## config.mk

```make
export PLATFORM = sky130hd
export DESIGN_NAME = packet_reorder_sorter
export DESIGN_NICKNAME = d
export VERILOG_FILES = /design/src/rtl/prs_pkg.sv /design/src/rtl/prs_ram.sv /design/src/rtl/packet_reorder_sorter.sv
export VERILOG_INCLUDE_DIRS = /design/src /design/src/rtl
export SDC_FILE = /design/constraint.sdc
export NUM_CORES = 2
export LEC_CHECK = 0
export BUFFER_PORTS_ARGS = -buffer_cell sky130_fd_sc_hd__buf_2
export CORE_MARGIN = 5
export CORE_UTILIZATION = 40
export CTS_CLUSTER_SIZE = 40
export DETAILED_ROUTE_END_ITERATION = 10
export PLACE_DENSITY = 0.64
export SETUP_SLACK_MARGIN = 0.15
export SYNTH_ARGS = -nofsm -noshare
export SYNTH_HDL_FRONTEND = slang
export SYNTH_HIERARCHICAL = 1
export SYNTH_SLANG_ARGS = --single-unit
```

## constraint.sdc

```tcl
create_clock -name clk -period 20 [get_ports clk]
set_clock_uncertainty 0.05 [all_clocks]
set_input_delay 2 -clock clk [delete_from_list [all_inputs] [get_ports clk]]
set_output_delay 2 -clock clk [all_outputs]
set_load 0.01 [all_outputs]
```

## src/rtl/assert_macros.svh

```systemverilog
// Assertion macros shared by the packet reorder sorter RTL.
// No dependencies; included by files that carry concurrent checks.
`ifndef ASSERT_MACROS_SVH
`define ASSERT_MACROS_SVH

// Property must hold at every clock edge outside reset.
`define PRS_ASSERT(label, clk, rst_n, prop) \
    label: assert property (@(posedge clk) disable iff (!rst_n) prop) \
        else $error("prs assertion failed");

// Condition must never be true outside reset.
`define PRS_NEVER(label, clk, rst_n, cond) \
    label: assert property (@(posedge clk) disable iff (!rst_n) !(cond)) \
        else $error("prs forbidden condition seen");

`endif

```

## src/rtl/prs_pkg.sv

```systemverilog
// Package for the packet reorder sorter: field widths, reset values,
// sequencer states and the record store control struct. No dependencies.
package prs_pkg;

    localparam int ID_W          = 16;
    localparam int IN_PAYLOAD_W  = 32;
    localparam int OUT_PAYLOAD_W = 32;
    localparam int CFG_W         = 7;
    localparam int DATA_W        = 48;

    localparam logic [CFG_W-1:0] RECORD_COUNT_RESET = 7'd64;

    typedef enum logic [2:0] {
        ST_LOAD,
        ST_OUTER_RD,
        ST_OUTER_LD,
        ST_INNER,
        ST_OUTER_WR,
        ST_EMIT_RD,
        ST_EMIT_LD,
        ST_DONE
    } prs_state_t;

    typedef struct packed {
        logic wr_en;
        logic rd_en;
    } ram_ctl_t;

endpackage

```

## src/rtl/prs_ram.sv

```systemverilog
// Record store for the packet reorder sorter: one write port and one
// registered read port. Depends on prs_pkg for the control struct.
module prs_ram
    import prs_pkg::*;
#(
    parameter int DEPTH   = 64,
    parameter int WIDTH   = 48,
    parameter int ADDR_W  = $clog2(DEPTH)
)
(
    input  logic              clk,
    input  ram_ctl_t          ctl,
    input  logic [ADDR_W-1:0] wr_addr,
    input  logic [WIDTH-1:0]  wr_data,
    input  logic [ADDR_W-1:0] rd_addr,
    output logic [WIDTH-1:0]  rd_data
);

    logic [WIDTH-1:0] mem [DEPTH];
    logic [WIDTH-1:0] rd_data_reg;

    always_ff @(posedge clk)
    begin
        if (ctl.wr_en)
        begin
            mem[wr_addr] <= wr_data;
        end
    end

    // Hold the last read word until the next read is issued.
    always_ff @(posedge clk)
    begin
        if (ctl.rd_en)
        begin
            rd_data_reg <= mem[rd_addr];
        end
    end

    assign rd_data = rd_data_reg;

endmodule

```

## src/rtl/packet_reorder_sorter.sv

```systemverilog
// Packet reorder sorter top level: load, exchange sort and emit sequencer.
// Depends on prs_pkg, prs_ram and assert_macros.svh.
//
// The block collects up to record_count packet words (identifier plus
// payload) into an internal store at one word per cycle, then reorders the
// store by identifier with an in-place exchange sort (for each position i
// every later position k is compared and the pair swapped when id[i] >
// id[k]; equal identifiers may change their order), and finally
// streams the records out in sorted order with tlast on the final one.
// After that run the block accepts and drops every further input word
// until reset. The sort runs on one shared comparator against a store with
// one read and one write port: position i is held in a register while each
// later record is read, compared and, on a swap, written back, one compare
// per cycle. s_tready is low from the word that completes the load until
// the last record has entered the output register. record_count may only
// be written while the block is idle; 0 is taken as 1 and values above
// MAX_RECORDS as MAX_RECORDS.
module packet_reorder_sorter
    import prs_pkg::*;
#(
    parameter int MAX_RECORDS  = 64,
    parameter int PAYLOAD_BITS = 32
)
(
    input  logic                 clk,
    input  logic                 rst_n,

    // configuration write: record_count
    input  logic                 cfg_valid,
    output logic                 cfg_ready,
    input  logic [CFG_W-1:0]     cfg_data,

    // input words
    input  logic                 s_tvalid,
    output logic                 s_tready,
    input  logic [DATA_W-1:0]    s_tdata,   // [15:0] packet_id, [47:16] payload_word

    // sorted records
    output logic                 m_tvalid,
    input  logic                 m_tready,
    output logic [DATA_W-1:0]    m_tdata,   // [15:0] sorted_id, [47:16] sorted_payload
    output logic                 m_tlast    // last_record
);

`include "assert_macros.svh"

    localparam int IDX_W = $clog2(MAX_RECORDS);
    localparam int CNT_W = $clog2(MAX_RECORDS + 1);
    localparam int REC_W = ID_W + PAYLOAD_BITS;

    // ---------------------------------------------------------------
    // Registers
    // ---------------------------------------------------------------
    prs_state_t               state_reg,        state_next;
    logic [CFG_W-1:0]         record_count_reg;
    logic [CNT_W-1:0]         loaded_count_reg, loaded_count_next;
    logic [CNT_W-1:0]         n_reg,            n_next;
    logic [IDX_W-1:0]         i_reg,            i_next;   // outer position
    logic [IDX_W-1:0]         k_reg,            k_next;   // inner / emit position
    logic [ID_W-1:0]          cur_id_reg,       cur_id_next;
    logic [PAYLOAD_BITS-1:0]  cur_pay_reg,      cur_pay_next;
    logic                     out_valid_reg,    out_valid_next;
    logic [ID_W-1:0]          out_id_reg,       out_id_next;
    logic [OUT_PAYLOAD_W-1:0] out_pay_reg,      out_pay_next;
    logic                     out_last_reg,     out_last_next;

    // ---------------------------------------------------------------
    // Record store
    // ---------------------------------------------------------------
    ram_ctl_t                 ram_ctl;
    logic [IDX_W-1:0]         wr_addr;
    logic [REC_W-1:0]         wr_data;
    logic [IDX_W-1:0]         rd_addr;
    logic [REC_W-1:0]         rd_data;
    logic [ID_W-1:0]          rd_id;
    logic [PAYLOAD_BITS-1:0]  rd_pay;

    prs_ram #(
        .DEPTH  (MAX_RECORDS),
        .WIDTH  (REC_W),
        .ADDR_W (IDX_W)
    ) u_store (
        .clk     (clk),
        .ctl     (ram_ctl),
        .wr_addr (wr_addr),
        .wr_data (wr_data),
        .rd_addr (rd_addr),
        .rd_data (rd_data)
    );

    // Store layout: identifier in the low bits, payload above it.
    assign rd_id  = rd_data[ID_W-1:0];
    assign rd_pay = rd_data[REC_W-1:ID_W];

    // ---------------------------------------------------------------
    // Configuration register: always ready; to be written only when idle, which the block itself does not enforce.
    // ---------------------------------------------------------------
    assign cfg_ready = 1'b1;

    always_ff @(posedge clk or negedge rst_n)
    begin
        if (!rst_n)
        begin
            record_count_reg <= RECORD_COUNT_RESET;
        end
        else if (cfg_valid && cfg_ready)
        begin
            record_count_reg <= cfg_data;
        end
    end

    // Clamp the programmed count into 1..MAX_RECORDS.
    logic [CNT_W-1:0] eff_count;
    always_comb
    begin
        if (record_count_reg == '0)
        begin
            eff_count = CNT_W'(1);
        end
        else if (int'(record_count_reg) > MAX_RECORDS)
        begin
            eff_count = CNT_W'(MAX_RECORDS);
        end
        else
        begin
            eff_count = CNT_W'(record_count_reg);
        end
    end

    // ---------------------------------------------------------------
    // Handshake decode
    // ---------------------------------------------------------------
    logic in_accept;
    logic out_free;
    logic swap;

    assign s_tready  = (state_reg == ST_LOAD) || (state_reg == ST_DONE);
    assign in_accept = s_tvalid && s_tready;
    // Output register can take a new record when empty or being drained.
    assign out_free  = !out_valid_reg || m_tready;
    // Shared comparator: held outer record against the record just read.
    assign swap      = cur_id_reg > rd_id;

    // Position arithmetic widened to count width for compares against n.
    logic [CNT_W-1:0] i_plus2;
    logic [CNT_W-1:0] k_plus1;
    assign i_plus2 = CNT_W'(i_reg) + CNT_W'(2);
    assign k_plus1 = CNT_W'(k_reg) + CNT_W'(1);

    // ---------------------------------------------------------------
    // Sequencer: next state and datapath controls
    // ---------------------------------------------------------------
    always_comb
    begin
        state_next        = state_reg;
        loaded_count_next = loaded_count_reg;
        n_next            = n_reg;
        i_next            = i_reg;
        k_next            = k_reg;
        cur_id_next       = cur_id_reg;
        cur_pay_next      = cur_pay_reg;
        out_id_next       = out_id_reg;
        out_pay_next      = out_pay_reg;
        out_last_next     = out_last_reg;
        out_valid_next    = out_valid_reg && !m_tready;
        ram_ctl           = '0;
        wr_addr           = '0;
        wr_data           = '0;
        rd_addr           = '0;

        unique case (state_reg)
            ST_LOAD:
            begin
                if (in_accept)
                begin
                    // Store the word unless the count is already met; drop it otherwise.
                    if (loaded_count_reg < eff_count)
                    begin
                        ram_ctl.wr_en     = 1'b1;
                        wr_addr           = loaded_count_reg[IDX_W-1:0];
                        wr_data           = {PAYLOAD_BITS'(s_tdata[DATA_W-1:ID_W]),
                                             s_tdata[ID_W-1:0]};
                        loaded_count_next = loaded_count_reg + CNT_W'(1);
                    end
                    if (loaded_count_next >= eff_count)
                    begin
                        n_next = eff_count;
                        i_next = '0;
                        k_next = '0;
                        if (eff_count == CNT_W'(1))
                        begin
                            state_next = ST_EMIT_RD;
                        end
                        else
                        begin
                            state_next = ST_OUTER_RD;
                        end
                    end
                end
            end

            ST_OUTER_RD:
            begin
                ram_ctl.rd_en = 1'b1;
                rd_addr       = i_reg;
                state_next    = ST_OUTER_LD;
            end

            ST_OUTER_LD:
            begin
                // Hold record i and fetch the first later record.
                cur_id_next   = rd_id;
                cur_pay_next  = rd_pay;
                ram_ctl.rd_en = 1'b1;
                rd_addr       = i_reg + IDX_W'(1);
                k_next        = i_reg + IDX_W'(1);
                state_next    = ST_INNER;
            end

            ST_INNER:
            begin
                if (swap)
                begin
                    ram_ctl.wr_en = 1'b1;
                    wr_addr       = k_reg;
                    wr_data       = {cur_pay_reg, cur_id_reg};
                    cur_id_next   = rd_id;
                    cur_pay_next  = rd_pay;
                end
                if (k_plus1 < n_reg)
                begin
                    ram_ctl.rd_en = 1'b1;
                    rd_addr       = k_plus1[IDX_W-1:0];
                    k_next        = k_plus1[IDX_W-1:0];
                end
                else
                begin
                    state_next = ST_OUTER_WR;
                end
            end

            ST_OUTER_WR:
            begin
                // Write back the minimum for position i, then fetch the next i or start emitting.
                ram_ctl.wr_en = 1'b1;
                wr_addr       = i_reg;
                wr_data       = {cur_pay_reg, cur_id_reg};
                if (i_plus2 < n_reg)
                begin
                    ram_ctl.rd_en = 1'b1;
                    rd_addr       = i_reg + IDX_W'(1);
                    i_next        = i_reg + IDX_W'(1);
                    state_next    = ST_OUTER_LD;
                end
                else
                begin
                    k_next     = '0;
                    state_next = ST_EMIT_RD;
                end
            end

            ST_EMIT_RD:
            begin
                ram_ctl.rd_en = 1'b1;
                rd_addr       = k_reg;
                state_next    = ST_EMIT_LD;
            end

            ST_EMIT_LD:
            begin
                if (out_free)
                begin
                    out_valid_next = 1'b1;
                    out_id_next    = rd_id;
                    out_pay_next   = OUT_PAYLOAD_W'(rd_pay);
                    out_last_next  = (k_plus1 == n_reg);
                    if (k_plus1 == n_reg)
                    begin
                        state_next = ST_DONE;
                    end
                    else
                    begin
                        // Prefetch the next record while this one drains.
                        ram_ctl.rd_en = 1'b1;
                        rd_addr       = k_plus1[IDX_W-1:0];
                        k_next        = k_plus1[IDX_W-1:0];
                    end
                end
            end

            ST_DONE:
            begin
                // Accept and drop every word until reset.
                state_next = ST_DONE;
            end

            default:
            begin
                state_next = ST_LOAD;
            end
        endcase
    end

    // ---------------------------------------------------------------
    // Control registers
    // ---------------------------------------------------------------
    always_ff @(posedge clk or negedge rst_n)
    begin
        if (!rst_n)
        begin
            state_reg        <= ST_LOAD;
            loaded_count_reg <= '0;
            n_reg            <= '0;
            i_reg            <= '0;
            k_reg            <= '0;
            out_valid_reg    <= 1'b0;
        end
        else
        begin
            state_reg        <= state_next;
            loaded_count_reg <= loaded_count_next;
            n_reg            <= n_next;
            i_reg            <= i_next;
            k_reg            <= k_next;
            out_valid_reg    <= out_valid_next;
        end
    end

    // Payload registers
    always_ff @(posedge clk)
    begin
        cur_id_reg   <= cur_id_next;
        cur_pay_reg  <= cur_pay_next;
        out_id_reg   <= out_id_next;
        out_pay_reg  <= out_pay_next;
        out_last_reg <= out_last_next;
    end

    assign m_tvalid = out_valid_reg;
    assign m_tdata  = {out_pay_reg, out_id_reg};
    assign m_tlast  = out_last_reg;

    // ---------------------------------------------------------------
    // Assertions
    // ---------------------------------------------------------------
    `PRS_ASSERT(a_done_sticky, clk, rst_n,
        (state_reg == ST_DONE) |=> (state_reg == ST_DONE))
    `PRS_ASSERT(a_last_means_done, clk, rst_n,
        (m_tvalid && m_tlast) |-> (state_reg == ST_DONE))
    `PRS_ASSERT(a_inner_after_outer, clk, rst_n,
        (state_reg == ST_INNER) |-> (k_reg > i_reg))
    `PRS_NEVER(a_load_bound, clk, rst_n,
        int'(loaded_count_reg) > MAX_RECORDS)

endmodule

```

==> flow_summary.toml <==
[status]
status = "completed"

[timing]
min_period_over_period_pct = 41.12
slew_headroom_pct = 18.60
hold_viol = 0
drv_slew = 0
finalSetupViolations = 0
fmax_mhz = 121.6
fin_crit_ns = 8.225
tightestPinTransition_ns = 1.221
hold_slack_ns = 0.4337
setup_tns_ns = 0
rsz0062_at_grt = "no"

[pwr]
ir_drop_mv = 0.3165
cellPowerDensity_nw_per_um2 = 179.1
p_int_uw = 16320
p_sw_uw = 9071
total_leakage_power_uw = 0.04431
combinationalPowerShare_pct = 41.4
p_clk_share_pct = 23.0
seqPwrFrac_pct = 35.6
swShare_pct = 35.73

[detailed_routing]
wirelength_um = 354700
ant_nets = 0
drt_iter0_drc = 10615
num_vias = 63647
drt-wirelength-per-cell_um = 34.29
route.detailed.drc = 0
drtPass1Iterations = 6
vias_per_cell = 6.154

[clock_tree]
cts_max_level = 5
cts-hold-fix-buffers = 0
cts_tree = "yes"
clkTransAtPathRegs_ns = 0.06
clock_path_buffers = 4
clock_sinks = 3254
root_buffer = "clkbuf_16"
cts_setup_buffers = 0
cts_inserted_buffers = 319
clock_latency_ns = 0.88
ctsResizeCount = 0

[floorplan]
die_area_um2 = 323200
die_h_um = 568.5
core_area_um2 = 311400
boundaryPins = 112
num_rows = 205
start_util_pct = 40.07
die_x_um = 568.5

[logic_synthesis]
synth_fp_nets = 5730
ys_async_sr_fraction_pct = 1.137
avgSynthCellArea_um2 = 22.19
syn_inst = 5623
yosysUniqueCellTypes = 62
synthDominantCellAreaShare_pct = 77.42
synth_top_cell_by_area = "edfxtp_1"
yosysWarnings = 6
ys_ff_latch = 3254
synth_ff_type = "edfxtp_1"
syn_area_um2 = 124800
yosysSeqAreaShare_pct = 78.16
synth.area.top_cells = "edfxtp_1 (77%), mux4_2 (14%), a22oi_1 (0.76%), dfrtp_1 (0.72%), o22ai_1 (0.63%)"
synth_edf_count = 3217

[global_routing]
met1_usage_pct = 30.71
gr-total-overflow = 0
met3_usage_pct = 4.974
grt_pass1_vias = 62544
track_usage_pct = 21.55
grt_antenna_before_repair = 25
grt.busiest_layer = "met2"
met2_usage_pct = 32.83
grt_max_degree = 125
grt_pass1_wl_um = 494000

[critical_path]
cp_max_fo = 95
r2r_slack_ns = 11.78
arrival_ns = 8.71
end_kind = "register"
setup.worst_path.class = "register to register"
start_kind = "register"
crit_required_ns = 20.48

[placed_design]
place_inst = 9769
post-dp-hpwl_um = 188700
place_congestion = 0.8350
port_buffers = 110
placed_cell_area_um2 = 131700

[final_layout]
fillers = 25613
final_nets = 6057
multi_input_area_um2 = 26620
fin_util_pct = 45.52
drive_gt1_share_pct = 27.33
ff_latch_area_um2 = 97530
syn2layout_area_growth_pct = 13.61
finalNonFillerCells = 10343
largest_reg_flops = 3072
stdcell_area_um2 = 141800

[job]
cap_violations = 0

[worst_hold_path]
min_path_type = "register to register"
cell type report:
cell class / count / area share (%)
flip-flops and latches: 3254 / 68.80
well taps: 4140 / 3.654
clock inverters: 165 / 1.047
clock buffers: 400 / 5.996
multi-input cells: 2014 / 18.78
diodes: 9 / 0.01589
inverters: 35 / 0.09268
repair buffers: 326 / 1.612
cells in the final DEF (no fill, tap or decap), types with 46 or more instances in the layout:
master,Yosys,routed
buf_4,72,207
mux2i_1,73,73
a22o_1,58,58
a22oi_1,126,126
nor2_1,155,89
edfxtp_1,3217,3217
o21ai_4,0,48
clkinv_2,0,46
ha_1,47,47
a221oi_1,83,83
nor2_4,0,66
nand2_1,143,142
a21oi_1,94,94
mux4_2,754,754
o22ai_1,126,126
clkbuf_16,0,329
clkinv_1,1,67
buf_2,108,110
clkbuf_1,114,71
logic make-up after synthesis:
kind of cell	synth area share [%]
and+or+nand+nor	1.532
DFF	78.16
xor gates and xnor gates	0.1474
AOI/OAI and AO/OA	3.765
buffers and inverters	1.466
adders and majority gates	0.4713
muxes	14.45
other	0.003005
metrics by stage:
step,setup WS [ns],power [uW]
after global routing,11.16,26360
final,11.78,25390
after floorplan,13.03,16430
after detailed placement,11.78,19650
after global placement,11.77,19510
after CTS,11.77,25470
path summary, 6_finish.rpt:
| check | cells after the start | endpoint | startpoint |
|---|---|---|---|
| worst max-delay path | 18 | u_store/rd_data[27] | k_reg[0] |
| worst min-delay path | 0 | out_pay_reg[21] | u_store/rd_data[37] |
| worst max register to register | 18 | u_store/rd_data[27] | k_reg[0] |
| worst min register to register | 0 | out_pay_reg[21] | u_store/rd_data[37] |
| max in group asynchronous | 1 | i_reg[3] | rst_n |
| min in group asynchronous | 1 | m_tvalid | rst_n |
critical path: stages, from the launching register on:
cell and delay [ns]:
dfrtp_1 0.56, ha_1 0.34, nand3_1 0.12, xor2_1 0.37, inv_1 0.09, ha_1 0.31
a21oi_1 0.18, o21ai_0 0.13, nor3_1 0.43, nor2_1 0.37, o221ai_4 0.33, buf_12 0.49
buf_12 0.70, buf_4 0.76, buf_4 0.87, mux4_2 0.59, a22o_1 0.24, a221oi_1 0.41
a221oi_1 0.16
per-layer routing:
metal  part of all wire [%]  vias to the layer above
li1                       -                    24650
met4                    3.8                        8
met1                     39                    34086
met5                  0.016                        -
met2                     46                     4185
met3                     12                      718
power by group through the flow:
stage	sequential (uW)	clock (uW)	combinational [uW]
3_3_place_gp	9170	0	10300
5_1_grt	9060	6220	11100
6_report	9040	5850	10500
3_5_place_dp	9180	0	10500
4_1_cts	9040	5920	10500
2_1_floorplan	9200	0	7230
cell usage after synthesis, drive strengths merged, types with 5 or more instances:
| library cell | count |
|---|---|
| or2 | 6 |
| a221oi | 83 |
| a22o | 58 |
| ha | 47 |
| a211oi | 33 |
| xnor2 | 9 |
| nand3 | 24 |
| mux4 | 754 |
| mux2 | 28 |
| nand2 | 143 |
| nand3b | 7 |
| dfrtp | 36 |
| o22ai | 126 |
| a21o | 8 |
| clkbuf | 115 |
| nand2b | 16 |
| mux2i | 73 |
| nor2 | 155 |
| a21oi | 97 |
| and3 | 5 |
| a31o | 5 |
| xor2 | 12 |
| nor2b | 27 |
| a22oi | 126 |
| edfxtp | 3217 |
| o221ai | 33 |
| o21ai | 65 |
| buf | 205 |
| and2 | 5 |
| a311oi | 11 |
| nand4 | 13 |
| inv | 34 |
| nor3 | 11 |
Power figures use the tool's default switching activity.
